--- src/hdl/rdq_pkg.sv ---
`timescale 1ns / 1ps

package rdq_pkg;

  localparam int FUNC_W   = 3;
  localparam int DATA_W   = 32;
  localparam int STATUS_W = 2;
  localparam int COUNT_W  = 7;

  // operation codes
  localparam logic [FUNC_W-1:0] FN_INS_HEAD = 3'd0;
  localparam logic [FUNC_W-1:0] FN_INS_TAIL = 3'd1;
  localparam logic [FUNC_W-1:0] FN_REM_HEAD = 3'd2;
  localparam logic [FUNC_W-1:0] FN_REVERSE  = 3'd3;
  localparam logic [FUNC_W-1:0] FN_CLEAR    = 3'd4;

  // status codes
  localparam logic [STATUS_W-1:0] ST_OK    = 2'd0;
  localparam logic [STATUS_W-1:0] ST_FULL  = 2'd1;
  localparam logic [STATUS_W-1:0] ST_EMPTY = 2'd2;

  typedef struct packed {
    logic [FUNC_W-1:0]        func;
    logic signed [DATA_W-1:0] value;
  } req_t;

  typedef struct packed {
    logic [STATUS_W-1:0]      status;
    logic signed [DATA_W-1:0] removed_value;
    logic [COUNT_W-1:0]       count;
  } rsp_t;

  // controller to datapath
  typedef struct packed {
    logic exec;     // perform the request on the ports this cycle
    logic load_rd;  // capture the store read data into the result
  } dp_cmd_t;

  // datapath to controller
  typedef struct packed {
    logic rd_pending;  // request is a remove that reads the store
  } dp_stat_t;

endpackage

--- src/hdl/rdq_ctrl.sv ---
`timescale 1ns / 1ps

module rdq_ctrl (
  input  logic              clk,
  input  logic              rst,
  input  logic              start,
  input  rdq_pkg::dp_stat_t stat,
  output rdq_pkg::dp_cmd_t  cmd,
  output logic              busy,
  output logic              done
);

  typedef enum logic [2:0] {
    S_IDLE = 3'b001,
    S_READ = 3'b010,
    S_RESP = 3'b100
  } state_t;

  state_t state;
  state_t state_next;
  logic   accept;

  assign busy   = (state == S_READ);
  assign done   = (state == S_RESP);
  assign accept = start && !busy;

  assign cmd.exec    = accept;
  assign cmd.load_rd = (state == S_READ);

  always_comb begin
    state_next = state;
    unique case (state) inside
      S_IDLE, S_RESP: begin
        if (accept) begin
          state_next = stat.rd_pending ? S_READ : S_RESP;
        end else begin
          state_next = S_IDLE;
        end
      end
      S_READ: state_next = S_RESP;
      default: state_next = S_IDLE;
    endcase
  end

  always_ff @(posedge clk) begin
    if (rst) begin
      state <= S_IDLE;
    end else begin
      state <= state_next;
    end
  end

endmodule

--- src/hdl/rdq_datapath.sv ---
`timescale 1ns / 1ps

module rdq_datapath #(
  parameter int DEPTH = 64
) (
  input  logic              clk,
  input  logic              rst,
  input  rdq_pkg::req_t     req,
  input  rdq_pkg::dp_cmd_t  cmd,
  output rdq_pkg::dp_stat_t stat,
  output rdq_pkg::rsp_t     rsp
);

  localparam int AW = (DEPTH > 1) ? $clog2(DEPTH) : 1;
  localparam int CW = $clog2(DEPTH + 1);
  localparam logic [AW-1:0] LAST_IDX = AW'(DEPTH - 1);
  localparam logic [CW-1:0] FULL_CNT = CW'(DEPTH);

  logic [rdq_pkg::DATA_W-1:0] mem [DEPTH];
  logic [rdq_pkg::DATA_W-1:0] mem_q;

  logic [AW-1:0] front;
  logic [AW-1:0] back;
  logic [CW-1:0] cnt;
  logic          reversed;

  logic [AW-1:0] front_next;
  logic [AW-1:0] back_next;
  logic [CW-1:0] cnt_next;
  logic          reversed_next;

  logic [AW-1:0] front_dec;
  logic [AW-1:0] front_inc;
  logic [AW-1:0] back_dec;
  logic [AW-1:0] back_inc;

  logic                          at_front;
  logic                          is_full;
  logic                          is_empty;
  logic                          wr_en;
  logic [AW-1:0]                 wr_addr;
  logic [AW-1:0]                 rd_addr;
  logic                          rd_pending;
  logic [rdq_pkg::STATUS_W-1:0]  status;
  logic [CW+rdq_pkg::COUNT_W-1:0] cnt_ext;

  assign front_dec = (front == '0) ? LAST_IDX : front - AW'(1);
  assign front_inc = (front == LAST_IDX) ? '0 : front + AW'(1);
  assign back_dec  = (back == '0) ? LAST_IDX : back - AW'(1);
  assign back_inc  = (back == LAST_IDX) ? '0 : back + AW'(1);

  assign is_full  = (cnt == FULL_CNT);
  assign is_empty = (cnt == '0);
  assign at_front = (req.func == rdq_pkg::FN_INS_HEAD) ? !reversed : reversed;

  always_comb begin
    front_next    = front;
    back_next     = back;
    cnt_next      = cnt;
    reversed_next = reversed;
    wr_en         = 1'b0;
    wr_addr       = back;
    rd_addr       = reversed ? back_dec : front;
    rd_pending    = 1'b0;
    status        = rdq_pkg::ST_OK;
    case (req.func) inside
      rdq_pkg::FN_INS_HEAD, rdq_pkg::FN_INS_TAIL: begin
        if (is_full) begin
          status = rdq_pkg::ST_FULL;
        end else begin
          wr_en    = 1'b1;
          cnt_next = cnt + CW'(1);
          if (at_front) begin
            front_next = front_dec;
            wr_addr    = front_dec;
          end else begin
            back_next = back_inc;
            wr_addr   = back;
          end
        end
      end
      rdq_pkg::FN_REM_HEAD: begin
        if (is_empty) begin
          status = rdq_pkg::ST_EMPTY;
        end else begin
          rd_pending = 1'b1;
          cnt_next   = cnt - CW'(1);
          if (reversed) begin
            back_next = back_dec;
          end else begin
            front_next = front_inc;
          end
        end
      end
      rdq_pkg::FN_REVERSE: reversed_next = !reversed;
      rdq_pkg::FN_CLEAR: begin
        front_next    = '0;
        back_next     = '0;
        cnt_next      = '0;
        reversed_next = 1'b0;
      end
      default: ;
    endcase
  end

  assign stat.rd_pending = rd_pending;
  assign cnt_ext = {{rdq_pkg::COUNT_W{1'b0}}, cnt_next};

  always_ff @(posedge clk) begin
    if (rst) begin
      front    <= '0;
      back     <= '0;
      cnt      <= '0;
      reversed <= 1'b0;
    end else if (cmd.exec) begin
      front    <= front_next;
      back     <= back_next;
      cnt      <= cnt_next;
      reversed <= reversed_next;
    end
  end

  // store: one write port, one registered read port
  always_ff @(posedge clk) begin
    if (cmd.exec && wr_en) begin
      mem[wr_addr] <= req.value;
    end
    if (cmd.exec) begin
      mem_q <= mem[rd_addr];
    end
  end

  always_ff @(posedge clk) begin
    if (cmd.exec) begin
      rsp.status        <= status;
      rsp.removed_value <= '0;
      rsp.count         <= cnt_ext[rdq_pkg::COUNT_W-1:0];
    end else if (cmd.load_rd) begin
      rsp.removed_value <= mem_q;
    end
  end

endmodule

--- src/hdl/reversible_deque.sv ---
// reversible deque: bounded double-ended queue of signed 32-bit values
// done follows acceptance in the next cycle; a successful remove first waits in S_READ
// throughput: one request per cycle while busy is low; a successful remove raises busy
// the wait state comes from the registered read port of the store
// reset: synchronous active-high rst empties the queue and clears the reverse flag
// the receiver cannot stall; each result is shown for exactly one cycle
`timescale 1ns / 1ps

module reversible_deque #(
  parameter int DEPTH = 64
) (
  input  logic          clk,
  input  logic          rst,
  input  logic          start,
  input  rdq_pkg::req_t req,
  output logic          busy,
  output logic          done,
  output rdq_pkg::rsp_t rsp
);

  // command and status between controller and datapath
  rdq_pkg::dp_cmd_t  cmd;
  rdq_pkg::dp_stat_t stat;

  // controller: accepts a transfer when start is high and busy low,
  // inserts a read wait state for a successful remove, then strobes done
  rdq_ctrl u_ctrl (
    .clk   (clk),
    .rst   (rst),
    .start (start),
    .stat  (stat),
    .cmd   (cmd),
    .busy  (busy),
    .done  (done)
  );

  // datapath: circular store, head and tail pointers, count and
  // reverse flag; reversal swaps which end counts as the head
  rdq_datapath #(
    .DEPTH (DEPTH)
  ) u_dp (
    .clk  (clk),
    .rst  (rst),
    .req  (req),
    .cmd  (cmd),
    .stat (stat),
    .rsp  (rsp)
  );

endmodule

--- config.mk ---
export PLATFORM = sky130hd
export DESIGN_NAME = reversible_deque
export DESIGN_NICKNAME = d
export VERILOG_FILES = /design/src/hdl/rdq_pkg.sv /design/src/hdl/rdq_ctrl.sv /design/src/hdl/rdq_datapath.sv /design/src/hdl/reversible_deque.sv
export SDC_FILE = /design/constraint.sdc
export NUM_CORES = 2
export LEC_CHECK = 0
export ABC_AREA = 1
export BUFFER_PORTS_ARGS = -buffer_cell sky130_fd_sc_hd__buf_2
export CAP_MARGIN = 20
export CORE_MARGIN = 1.5
export CORE_UTILIZATION = 45
export DETAILED_ROUTE_END_ITERATION = 10
export PLACE_DENSITY_LB_ADDON = 0.15
export SLEW_MARGIN = 15
export SYNTH_ARGS = -nofsm -noshare
export SYNTH_HDL_FRONTEND = slang
export SYNTH_SLANG_ARGS = --single-unit
--- constraint.sdc ---
create_clock -name clk -period 4.5 [get_ports clk]
set_input_delay 0.45 -clock clk [delete_from_list [all_inputs] [get_ports clk]]
set_output_delay 0.45 -clock clk [all_outputs]
set_load 0.02 [all_outputs]
==> results.json <==
{
  "clkTransAtPathRegs_ns": 0.06,
  "grt_pass1_wl_um": 397000,
  "grtUsageTotal_pct": 25.8,
  "synth_enable_flop_cells": 2089,
  "wl_um": 269000,
  "fillCellCount": 17591,
  "clock_path_buffers": 3,
  "via_per_inst": 5.64,
  "final_util_pct": 51.2,
  "reg2regPathDepth": 12,
  "crit_end": "u_dp.mem[9][12]",
  "cts_tree": "done",
  "synth_nets": 8379,
  "clk_latency_ns": 0.86,
  "synth_area_um2": 91400,
  "avgSynthCellArea_um2": 11.0,
  "drv_cap": 0,
  "slew_viol_final": 0,
  "power_uw": 45300,
  "cp_max_fo": 14,
  "rows": 165,
  "post_cts.repair.setup_buffers": 0,
  "io_buffers": 80,
  "nets": 8384,
  "cts-htree-levels": 4,
  "syn-instance-count": 8333,
  "async_flop_share_pct": 0,
  "finalHoldViolations": 0,
  "clock.fmax_ghz": 0.254,
  "finalSetupViolCount": 0,
  "ys.warnings.count": 0,
  "required_ns": 5.03,
  "drtPass1Iterations": 6,
  "power_density_nw_per_um2": 438,
  "coreArea_um2": 202000,
  "synth_seq_cells": 2144,
  "dp_hpwl_um": 146000,
  "syn_to_final_growth_pct": 13.1,
  "die-area_um2": 206000,
  "vias": 63221,
  "r2r-end": "u_dp.mem[9][12]",
  "initial_core_util_pct": 45.3,
  "worstSetupPathType": "reg -> reg",
  "outcome": "complete, no violations",
  "routedWlPerCell_um": 24.0,
  "antenna_found_initial": 19,
  "rsz0062_at_grt": "no",
  "cts-buffers-inserted": 224,
  "clkSinkCount": 2144,
  "grt_max_degree": 151,
  "synth-seq-area-share_pct": 69.9,
  "power_leakage_uw": 0.0393,
  "fin_crit_ns": 3.93,
  "drive_gt1_share_pct": 8.57,
  "drtIter0Drc": 7443,
  "reg2reg_slack_ns": 0.57,
  "synth_cell_types": 36,
  "die_h_um": 454,
  "reg2reg_from": "u_dp.cnt[0]",
  "drc": 0,
  "clock_skew_ns": 0.0481,
  "cts-root-buf": "clkbuf_16",
  "tightest_slew_ns": 0.967,
  "crit_arrival_ns": 4.46,
  "min_path_type": "in -> reg",
  "io_pins": 81,
  "timing.final.crit_share_pct": 87.4,
  "overflow": 0,
  "antenna_left": 0,
  "relSlewSlack_pct": 35.4,
  "die_width_um": 454,
  "worstSetupEndpointType": "flop",
  "gp_congestion": 0.881,
  "startpoint": "u_dp.cnt[0]",
  "critPathLaunchType": "flop",
  "tns_ns": 0,
  "synthFlopType": "edfxtp_1",
  "grt_pass1_vias": 59585,
  "peakVddDrop_v": 0.000395
}
-- layer usage --
metal | wire, µm | GRT usage, % | up-vias
met2 | 126000 | 40.7 | 2530
li1 | - | - | 28918
met3 | 20600 | 3.84 | 381
met1 | 117000 | 37.5 | 31390
met5 | 12 | 0 | -
met4 | 5940 | 6.54 | 2
-- state kept, by name, summed over array words and instances, names as in the netlist --
register and flops:
u_dp.mem 2048, u_dp.back 6, u_dp.rsp 41, u_ctrl.state 3, u_dp.mem_q 32, u_dp.front 6, u_dp.cnt 7, u_dp.reversed 1
-- layout make-up --
cell class / instances / area (µm²) / share of cell area [%]
flip-flops and latches: 2144 / 63800 / 61.8
multi-input cells: 5176 / 23900 / 23.1
clock buffers: 296 / 6090 / 5.90
repair buffers: 353 / 3520 / 3.40
well taps: 2672 / 3340 / 3.23
inverters: 439 / 1670 / 1.61
clock inverters: 121 / 970 / 0.938
diodes: 7 / 17.5 / 0.0169
-- power by group --
part	leakage (µW)	switching, µW	internal, µW
clock network	0.00344	7800	10000
logic	0.0166	3890	1420
registers	0.0193	91.3	22100
total	0.0393	11800	33500
-- cells by family after synthesis --
family / synth area share, %
DFF: 69.9
xor gates and xnor gates: 0.0958
AOI/OAI and AO/OA: 0.693
buffers and inverters: 4.58
adders and majority gates: 0.110
and+or+nand+nor: 24.7
-- what timing repair did --
item / CTS / global route
hold buffers: 8 / 0
endpoints found under the hold margin: 54 / 0
resized for setup: 0 / 0
-- stage by stage --
| stage | setup WS [ns] | hold slack [ns] | instances | cell area, µm² |
|---|---|---|---|---|
| after CTS | 0.691 | 0.0249 | 11201 | 103000 |
| final | 0.568 | 0.0754 | 11208 | 103000 |
| after global routing | 0.456 | 0.0462 | 11204 | 103000 |
| after detailed placement | 0.639 | 0.473 | 10776 | 96200 |
| after global placement | 0.522 | 0.451 | 10776 | 96200 |
| after floorplan | 0.383 | 0.422 | 8333 | 91400 |
-- worst max-delay path, stage by stage, from the launching register on --
cell,delay (ns)
dfxtp_1,0.39
inv_1,0.12
ha_1,0.25
nand3_1,0.12
nor3_2,0.05
nand2_1,0.10
nand2_1,0.34
o21ai_0,0.49
inv_1,0.11
nor2_1,0.15
nand2_1,0.51
nor2_4,0.71
buf_12,0.23
-- layout by cell type, fill, tap and decap left out, drive strengths merged, types with 2 or more instances in the layout --
master       Yosys  routed
a21oi           23      23
a22oi            2       2
a31oi            3       3
buf            342     345
bufinv           0       9
clkbuf         232     296
clkinv           0     102
clkinvlp         0       5
dfxtp           55      55
diode            0       7
dlygate4sd3      0       8
edfxtp        2089    2089
ha               8       8
inv            439     444
nand2         2589    2589
nand3         2080    2080
nand3b         253     253
nand4            5       5
nor2           100     100
nor3            13      13
o211ai           2       2
o21ai           80      80
o221ai           2       2
o22ai            2       2
xor2            10      10
-- worst min path at each step --
stage                     cells past startpoint                to           start  slack (ns)
after floorplan                               2      u_dp.rsp[10]   u_dp.mem_q[3]        0.42
final                                         1  u_dp.mem[20][31]         req[31]        0.08
after global routing                          1  u_dp.mem[11][31]         req[31]        0.05
after global placement                        2      u_dp.rsp[30]  u_dp.mem_q[23]        0.45
after CTS                                     1  u_dp.mem[17][31]         req[31]        0.02
after detailed placement                      2       u_dp.rsp[9]     u_dp.rsp[9]        0.47
-- cell usage after synthesis (all sizes together), types with 3 or more instances --
cell	number	area, µm²
a21oi	23	115
a31oi	3	18.8
buf	342	1670
clkbuf	232	871
dfxtp	55	1100
edfxtp	2089	62700
ha	8	100
inv	439	1650
nand2	2589	9730
nand3	2080	10400
nand3b	253	1900
nand4	5	31.3
nor2	100	378
nor3	13	70.1
o21ai	80	415
xor2	10	87.6
(Power assumes the default switching activity.)
